File: src/design/kwm_pkg.sv
`timescale 1ns / 1ps

package kwm_pkg;

    localparam int NUM_LISTS   = 8;
    localparam int LIST_DEPTH  = 64;

    localparam int LIST_W      = (NUM_LISTS > 1) ? $clog2(NUM_LISTS) : 1;
    localparam int CNT_W       = $clog2(NUM_LISTS + 1);
    localparam int PTR_W       = $clog2(2 * LIST_DEPTH);
    localparam int SLOT_W      = (LIST_DEPTH > 1) ? $clog2(LIST_DEPTH) : 1;
    localparam int STORE_WORDS = NUM_LISTS * LIST_DEPTH;
    localparam int ADDR_W      = $clog2(STORE_WORDS);

    localparam logic [1:0] CMD_PUSH  = 2'd0;
    localparam logic [1:0] CMD_POP   = 2'd1;
    localparam logic [1:0] CMD_CLEAR = 2'd2;

    localparam logic [1:0] ST_OK      = 2'd0;
    localparam logic [1:0] ST_DROPPED = 2'd1;
    localparam logic [1:0] ST_EMPTY   = 2'd2;

    localparam logic [3:0] CFG_LISTS_RESET = 4'd8;

    typedef struct packed {
        logic [1:0]         command;
        logic [2:0]         list_index;
        logic signed [31:0] value;
    } in_item_t;

    typedef struct packed {
        logic signed [31:0] result_value;
        logic [1:0]         status;
    } out_item_t;

    typedef enum logic [2:0] {
        S_IDLE,
        S_EXEC,
        S_SCAN_RD,
        S_SCAN_CMP,
        S_POP_FIN,
        S_RESULT
    } state_t;

    typedef struct packed {
        logic capture;
        logic do_push;
        logic do_clear;
        logic do_none;
        logic scan_start;
        logic scan_read;
        logic scan_cmp;
        logic pop_commit;
        logic load_out;
    } dp_cmd_t;

    typedef struct packed {
        logic [1:0] command;
        logic       scan_last;
        logic       out_free;
    } dp_status_t;

endpackage

File: src/design/kwm_ctrl.sv
`timescale 1ns / 1ps

module kwm_ctrl (
    input  logic                clk,
    input  logic                rst_n,
    input  logic                req_valid,
    output logic                req_ready,
    input  kwm_pkg::dp_status_t status,
    output kwm_pkg::dp_cmd_t    cmd
);
    import kwm_pkg::*;

    state_t state_reg;
    state_t state_next;

    always_ff @(posedge clk or negedge rst_n)
    begin
        if (!rst_n)
        begin
            state_reg <= S_IDLE;
        end
        else
        begin
            state_reg <= state_next;
        end
    end

    always_comb
    begin
        state_next = state_reg;
        unique case (state_reg)
            S_IDLE:
            begin
                if (req_valid)
                begin
                    state_next = S_EXEC;
                end
            end
            S_EXEC:
            begin
                if (status.command == CMD_POP)
                begin
                    state_next = S_SCAN_RD;
                end
                else
                begin
                    state_next = S_RESULT;
                end
            end
            S_SCAN_RD:
            begin
                state_next = S_SCAN_CMP;
            end
            S_SCAN_CMP:
            begin
                state_next = status.scan_last ? S_POP_FIN : S_SCAN_RD;
            end
            S_POP_FIN:
            begin
                state_next = S_RESULT;
            end
            S_RESULT:
            begin
                if (status.out_free)
                begin
                    state_next = S_IDLE;
                end
            end
            default:
            begin
                state_next = S_IDLE;
            end
        endcase
    end

    always_comb
    begin
        cmd       = '0;
        req_ready = 1'b0;
        unique case (state_reg)
            S_IDLE:
            begin
                req_ready   = 1'b1;
                cmd.capture = req_valid;
            end
            S_EXEC:
            begin
                case (status.command)
                    CMD_PUSH:  cmd.do_push    = 1'b1;
                    CMD_POP:   cmd.scan_start = 1'b1;
                    CMD_CLEAR: cmd.do_clear   = 1'b1;
                    default:   cmd.do_none    = 1'b1;
                endcase
            end
            S_SCAN_RD:
            begin
                cmd.scan_read = 1'b1;
            end
            S_SCAN_CMP:
            begin
                cmd.scan_cmp = 1'b1;
            end
            S_POP_FIN:
            begin
                cmd.pop_commit = 1'b1;
            end
            S_RESULT:
            begin
                cmd.load_out = status.out_free;
            end
            default:
            begin
                cmd = '0;
            end
        endcase
    end

`ifndef NO_ASSERTIONS
    a_result_holds: assert property (@(posedge clk) disable iff (!rst_n)
        (state_reg == S_RESULT && !status.out_free) |=> state_reg == S_RESULT)
        else $error("result state left while output slot busy");

    a_scan_order: assert property (@(posedge clk) disable iff (!rst_n)
        state_reg == S_SCAN_CMP |-> $past(state_reg) == S_SCAN_RD)
        else $error("head compare without preceding head read");

    a_exec_after_accept: assert property (@(posedge clk) disable iff (!rst_n)
        state_reg == S_EXEC |-> $past(req_valid && req_ready))
        else $error("execute without accepted beat");
`endif

endmodule

File: config.mk
export PLATFORM = sky130hd
export DESIGN_NAME = kwm_ctrl
export DESIGN_NICKNAME = d
export VERILOG_FILES = /design/src/design/kwm_pkg.sv /design/src/design/kwm_ctrl.sv
export SDC_FILE = /design/constraint.sdc
export NUM_CORES = 1
export LEC_CHECK = 0
export BUFFER_PORTS_ARGS = -buffer_cell sky130_fd_sc_hd__buf_2
export CAP_MARGIN = 20
export CELL_PAD_IN_SITES_DETAIL_PLACEMENT = 0
export CELL_PAD_IN_SITES_GLOBAL_PLACEMENT = 1
export CORE_AREA = 2 2 39 41
export DETAILED_ROUTE_END_ITERATION = 10
export DIE_AREA = 0 0 41 43
export PLACE_DENSITY_LB_ADDON = 0.1
export REMOVE_ABC_BUFFERS = 1
export SETUP_SLACK_MARGIN = 0.4
export SLEW_MARGIN = 10
export SYNTH_ARGS = -nofsm -noshare
export SYNTH_HDL_FRONTEND = slang
export SYNTH_SLANG_ARGS = --single-unit
export TNS_END_PERCENT = 50
File: constraint.sdc
create_clock -name clk -period 2.9 [get_ports clk]
set_input_delay 0.58 -clock clk [delete_from_list [all_inputs] [get_ports clk]]
set_output_delay 0.58 -clock clk [all_outputs]
set_load 0.005 [all_outputs]
; ---- Word level (Yosys, flattened, before mapping)
; Index checks and enable logic that the tools add are counted.
[totals]
register_bits = 3
input_bits = 7
out_inout_bits = 10
wordCells = 30
[op_classes]
eq_ne = 9
muxes = 16
reduce_logical = 4
[ops]
columns = op, n
row1 = one-hot mux 3 bit (6 select lines), 1
row2 = 2-to-1 mux 3 bit, 4
row3 = 2-to-1 mux 1 bit, 10
row4 = "equality test 3 x 2 -> 1 bit, second input constant", 2
row5 = "equality test 3 bit, second input constant", 2
row6 = 2-to-1 mux 4 bit, 1
row7 = "!= test 2 bit, second input constant", 2
row8 = "equality test 3 x 1 -> 1 bit, second input constant", 1
row9 = logical NOT 3 bit, 1
row10 = OR reduction 3 bit, 1
row11 = "equality test 2 x 1 -> 1 bit, second input constant", 1
row12 = "equality test 2 bit, second input constant", 1
row13 = logical NOT 2 bit, 1
row14 = AND reduction 2 bit, 1

; ---- Longest topological paths before layout
; Gate-level depths: netlist (run 1).
[depth]
depth_word = 4
ltp_mapped = 3
ltp_nobuf = 2

; ---- Least setup slack after synthesis (run 1)
; Ideal clock, no wire load.
[synth_timing]
path_type = reg-to-output
startpoint = register state_reg[1]
endpoint = output cmd[6] in the netlist's numbering
arrival_ns = 1.017
required_time_ns = 2.320
slack_ns = 1.303
stages_incl_launch_ff = 3
n_path_buf = 0
cell_sequence = dfrtp_1 or3b_1 nor3b_1
[synth_rtl]
columns = item, line_no
row1 = from (decl), kwm_ctrl.sv:13  ; state_t state_reg;
row2 = from (signal assigned), kwm_ctrl.sv:24  ; state_reg <= state_next;
row3 = to (decl), kwm_ctrl.sv:9  ; output kwm_pkg::dp_cmd_t cmd

==> flow_summary.toml, run 1 <==
[logic_synthesis]
async_reset_ff_share_pct = 100
yosysSeqAreaShare_pct = 28.3
yosysTopAreaCellShare_pct = 28.3
yosys_warnings = 0
synth_top_cell_by_area = "dfrtp_1"
synth_commonest_cells = "nor3b_1, buf_2, dfrtp_1"
synth.distinct_cells = 19
synth_seq_cells = 3
syn_avg_cell_area_um2 = 8.29
synth_area_leaders = "dfrtp_1, nor3b_1, or3b_1"
synth_edf_count = 0
synthFlopType = "dfrtp_1"
synthCells = 32
synth_most_common_cell = "nor3b_1"
synth_area_um2 = 265

[grt]
grt_max_degree = 14
antenna_found_initial = 0
track_usage_pct = 9.75
grt_pass1_vias = 261
grt_overflow_total = 0
grt_pass1_wl_mm = 1.11

[critical_path]
path_cells = "or3b_1 -> nor3b_1 -> buf_2"
slowest_delay_ns = 0.52
cpLargestDelayFamily = "simple AND/OR/NAND/NOR gates"
crit_slowest_cell = "dfrtp_1"
worstRegToRegCells = 2
critPathBufInv = 1
crit_path_end_kind = "output port"
arrival_ns = 1.54
crit_required_ns = 2.32
critPathLaunchType = "flip-flop"
crit_type = "reg2out"
crit_fanout = 13
cp_num_cells = 3

[cells_and_area]
largest_register_ffs = 3
fin_nets = 57
diodes = 0
stdcell_count = 65
drive_above_1_share_pct = 38.8
area_growth_pct = 42.0

[route]
vias = 298
drc = 0
drtAntennaViolNets = 0
wl_um = 679
wl_per_cell_um = 10.4
first_iter_violations = 8
first_pass_iters = 2
avgViaCountPerCell = 4.58

[sta]
fmax_mhz = 471
final_hold_viol_count = 0
worst_pin_slew_ns = 0.321
slew_headroom_pct = 78.6
period_needed_ns = 2.12
finalClockSkew_ns = 0.00264
slew_viol_final = 0
setup_violations = 0
min_period_over_period_pct = 73.3
tns_ns = 0
rsz0062_at_grt = "false"

[clock_tree]
clk_pin_slew_ns = 0.04
cts_tree = "built"
ctsHoldBuffers = 0
cts_setup_buffers = 0
cts.sinks = 3
cts_inserted_buffers = 3
clock_latency_ns = 0.23
h-tree-depth = 1
root_buffer = "clkbuf_4"
cts_buffer_depth = 2
cts_resized = 0

[floorplanning]
ios = 17
rows = 14
die_area_um2 = 1760
die_w_um = 41
floorplan.initialDensity_pct = 19.2
die_y_um = 43
core-area_um2 = 1380

[placement]
place.gp.congestion = 0.647
dp_cells = 61
hpwl_um = 494
port_buffers = 16

[hold_path]
hp-class = "in2async"

[power]
vdd.ir_drop.worst_mv = 0.160
cellLeakagePower_nw = 0.191
power_density_nw_per_um2 = 881

[job]
cap_violations = 0

[outcome]
status = "complete, no violations"
## per-stage QoR
stage                     hold slack, ns  setup WS (ns)  util [%]  total power, mW  area, um2
final                              0.134          0.775      27.2            0.332        377
after global routing               0.128          0.673      27.2            0.368        377
after CTS                          0.129          0.758      27.2            0.337        377
after detailed placement           0.380           1.02      25.3            0.260        350
after global placement             0.380           1.05      25.3            0.261        350
after floorplan                    0.284           1.19         -            0.198        250
## cells by family (layout without fill, tap and decap cells)
| group | count (synthesis) | in the layout | share of synthesized area (%) |
|---|---|---|---|
| AO/OA/AOI/OAI | 4 | 4 | 10.8 |
| AND/OR/NAND/NOR | 22 | 22 | 55.2 |
| flip-flops | 3 | 3 | 28.3 |
| buffers and inverters | 3 | 20 | 5.66 |
## layer usage
metal | global-route usage (%) | vias to the layer above | routed length, um
li1 | - | 155 | -
met1 | 11.6 | 131 | 289
met2 | 12.8 | 12 | 339
met3 | 4.19 | 0 | 50
met4 | 8.00 | 0 | 0
met5 | 0 | - | 0
## path summary, 6_finish.rpt
kind | from | end | slack (ns)
worst max-delay path | state_reg[0]$_DFFE_PN0P_ | cmd[6] | 0.78
worst min-delay path | rst_n | state_reg[1]$_DFFE_PN0P_ | 0.13
worst max register to register | state_reg[1]$_DFFE_PN0P_ | state_reg[2]$_DFFE_PN0P_ | 1.65
worst min register to register | state_reg[1]$_DFFE_PN0P_ | state_reg[1]$_DFFE_PN0P_ | 0.71
max in group asynchronous | rst_n | state_reg[2]$_DFFE_PN0P_ | 2.66
min in group clk | status[1] | state_reg[1]$_DFFE_PN0P_ | 0.66
## cell type report
class / count / area [um2]
Tap cell: 16 / 20.0
Fill cell: 164 / 1010
Timing Repair Buffer: 16 / 80.1
Sequential cell: 3 / 75.1
Clock buffer: 4 / 26.3
Multi-Input combinational cell: 26 / 175
## placed cells by master, fill, tap and decap left out
| cell | n |
|---|---|
| clkbuf_4 | 3 |
| nor3b_1 | 4 |
| a32o_1 | 1 |
| and3_1 | 2 |
| nor4bb_1 | 1 |
| nand2_1 | 2 |
| o21a_1 | 1 |
| o21ai_0 | 1 |
| nor4b_1 | 1 |
| and2_1 | 2 |
| nor3_1 | 2 |
| and3b_1 | 1 |
| a31oi_1 | 1 |
| dfrtp_1 | 3 |
| nor4_1 | 1 |
| nand2b_1 | 1 |
| nor2_1 | 1 |
| buf_2 | 16 |
| nor2b_1 | 2 |
| clkbuf_1 | 1 |
| or3b_1 | 2 |
## where the power goes
group,switching [mW],internal (mW)
combinational,0.0591,0.0849
sequential,0.0526,0.0620
clock,0.0217,0.0516
total,0.133,0.198
Power figures use the tool's default switching activity.
==> inputs of run 2 (changes only) <==
Settings changed: ABC_AREA from default to 1.
Clock period 2.9 ns to 2.05 ns, I/O delays scaled along.
==> flow_summary.toml, run 2 <==
[grt]
grt_max_degree = 8
grt_pass1_vias = 266
grt_overflow_total = 0
track_usage_pct = 8.84
antenna_found_initial = 0
grt_pass1_wl_mm = 1.03

[clock_tree]
cts.sinks = 3
cts_inserted_buffers = 3
clk_pin_slew_ns = 0.03
root_buffer = "clkbuf_4"
cts_buffer_depth = 2
clock_latency_ns = 0.23
cts_tree = "built"
h-tree-depth = 1

[cells_and_area]
diodes = 0
fin_nets = 72
utilization_pct = 28.7
drive_above_1_share_pct = 40.6
mostFrequentLayoutCells = "buf_2, nand2_1, nor2_1, inv_1, clkbuf_4"
area_growth_pct = 58.5
seq_area_um2 = 77.6
nFillCells = 169
stdcell_count = 80
final_common_cell = "buf_2"
largest_register_ffs = 3
multi_input_area_um2 = 138

[placement]
port_buffers = 16
hpwl_um = 544
dp_cells = 74
pre_cts_slack_ns = 0.663
place.gp.congestion = 0.659

[logic_synthesis]
synth_area_leaders = "dfrtp_1, inv_1, nand2_1"
synth_area_um2 = 250
yosysSeqAreaShare_pct = 30.0
synth-simple-area-share_pct = 51.0
synth_top_family_by_area = "simple AND/OR/NAND/NOR gates"
synth-adder-area-share_pct = 0
synth_top_cell_by_area = "dfrtp_1"
synth.distinct_cells = 13
async_reset_ff_share_pct = 100
yosys_warnings = 0
synthFlopType = "dfrtp_1"
synthCells = 42
synth_seq_cells = 3
muxShareOfSynthArea_pct = 0
synth_commonest_cells = "inv_1, nand2_1, nor2_1"
synth_xor_area_share_pct = 0
synth_edf_count = 0
synth_compound_area_share_pct = 4.00
yosysTopAreaCellShare_pct = 30.0
syn_avg_cell_area_um2 = 5.96

[floorplanning]
core-area_um2 = 1380
die_y_um = 43
die_w_um = 41
ios = 17
die_area_um2 = 1760
rows = 14
floorplan.initialDensity_pct = 18.1

[route]
drtAntennaViolNets = 0
top_layer = "met3"
wl_met2_um = 299
first_iter_violations = 2
first_pass_iters = 4
drc = 0
wl_met3_um = 50
wl_met1_um = 302
wl_per_cell_um = 8.15
vias = 317
avgViaCountPerCell = 3.96
wl_um = 652

[critical_path]
crit_end = "cmd[7]"
rrSetupSlack_ns = 1.00
slowest_delay_ns = 0.43
crit_type = "reg2out"
rr_startpoint = "state_reg[1]$_DFFE_PN0P_"
crit_fanout = 5
path_cells = "nor2_4 -> nand2_1 -> nor3_1 -> buf_2"
r2r-end = "state_reg[0]$_DFFE_PN0P_"
crit_required_ns = 1.64
cpLargestDelayFamily = "flip-flops"
crit_path_start = "state_reg[1]$_DFFE_PN0P_"
cp_num_cells = 4
crit_slowest_cell = "dfrtp_2"
critPathBufInv = 1
crit_path_end_kind = "output port"
arrival_ns = 1.15
critPathLaunchType = "flip-flop"
worstRegToRegCells = 6

[power]
cellLeakagePower_nw = 0.248
p_total_uw = 507
seqPwrFrac_pct = 26.0
vdd.ir_drop.worst_mv = 0.331
combPwrFrac_pct = 53.7
clockPowerShare_pct = 20.3
p_sw_share_pct = 44.0
p_int_uw = 284
switchingPower_uw = 223
power_density_nw_per_um2 = 1280

[sta]
tns_ns = 0
min_period_over_period_pct = 76.3
setup_violations = 0
setup_ws_ns = 0.486
rsz0062_at_grt = "false"
fmax_mhz = 640
period_needed_ns = 1.56
slew_headroom_pct = 90.8
final_hold_viol_count = 0
worst_pin_slew_ns = 0.137
slew_viol_final = 0
finalClockSkew_ns = 0.00250

[outcome]
status = "complete, no violations"

[hold_path]
hp-class = "in2reg"
worstHoldStart = "status[1]"

[job]
cap_violations = 0
-- run 2: routing by layer --
metal	global-route usage (%)	vias to the layer above
li1	-	172
met1	11.0	135
met2	11.9	10
met3	6.81	0
met4	2.00	0
met5	0	-
-- run 2: cell type report --
class | instances | area share, %
inverter | 10 | 9.46
multi-input combinational | 29 | 34.7
sequential | 3 | 19.6
clock buffer | 4 | 6.62
tap | 16 | 5.05
timing repair buffer | 18 | 24.6
-- run 2: power by group through the flow --
| stage | sequential [mW] | clock, mW | combinational, mW |
|---|---|---|---|
| after floorplan | 0.120 | 0 | 0.175 |
| after global placement | 0.131 | 0 | 0.266 |
| after detailed placement | 0.131 | 0 | 0.258 |
| after CTS | 0.132 | 0.110 | 0.261 |
| after global routing | 0.137 | 0.117 | 0.314 |
| final | 0.132 | 0.103 | 0.272 |
-- run 2: cell families after synthesis --
family                 after synthesis
AO/OA/AOI/OAI                        2
buffers and inverters               10
AND/OR/NAND/NOR                     27
flip-flops                           3
-- run 2: what timing repair did --
| action | in CTS | in global routing |
|---|---|---|
| endpoints found under the setup margin | 2 | 4 |
| hold buffers | 1 | 0 |
| resized for setup | 1 | 2 |
| endpoints found under the hold margin | 3 | 0 |
| setup buffers | 0 | 1 |
-- run 2: how the worst min path moves through the flow --
stage	endpoint	slack (ns)	cells past startpoint
2_1_floorplan	state_reg[0]$_DFFE_PN0P_	0.11	0
3_3_place_gp	state_reg[2]$_DFFE_PN0P_	0.21	1
3_5_place_dp	state_reg[2]$_DFFE_PN0P_	0.21	1
4_1_cts	state_reg[2]$_DFFE_PN0P_	0.43	3
5_1_grt	state_reg[2]$_DFFE_PN0P_	0.47	3
6_report	state_reg[2]$_DFFE_PN0P_	0.43	3
-- run 2: worst min-delay path: cells and delay by family --
family,cells,cell delay [ns]
buffers and inverters,1,0.09
AND/OR/NAND/NOR,2,0.13
-- run 2: metrics by stage --
step	cell area (um2)	hold WS [ns]
6_report	397	0.433
5_1_grt	397	0.467
4_1_cts	388	0.430
3_5_place_dp	350	0.207
3_3_place_gp	350	0.207
2_1_floorplan	250	0.114
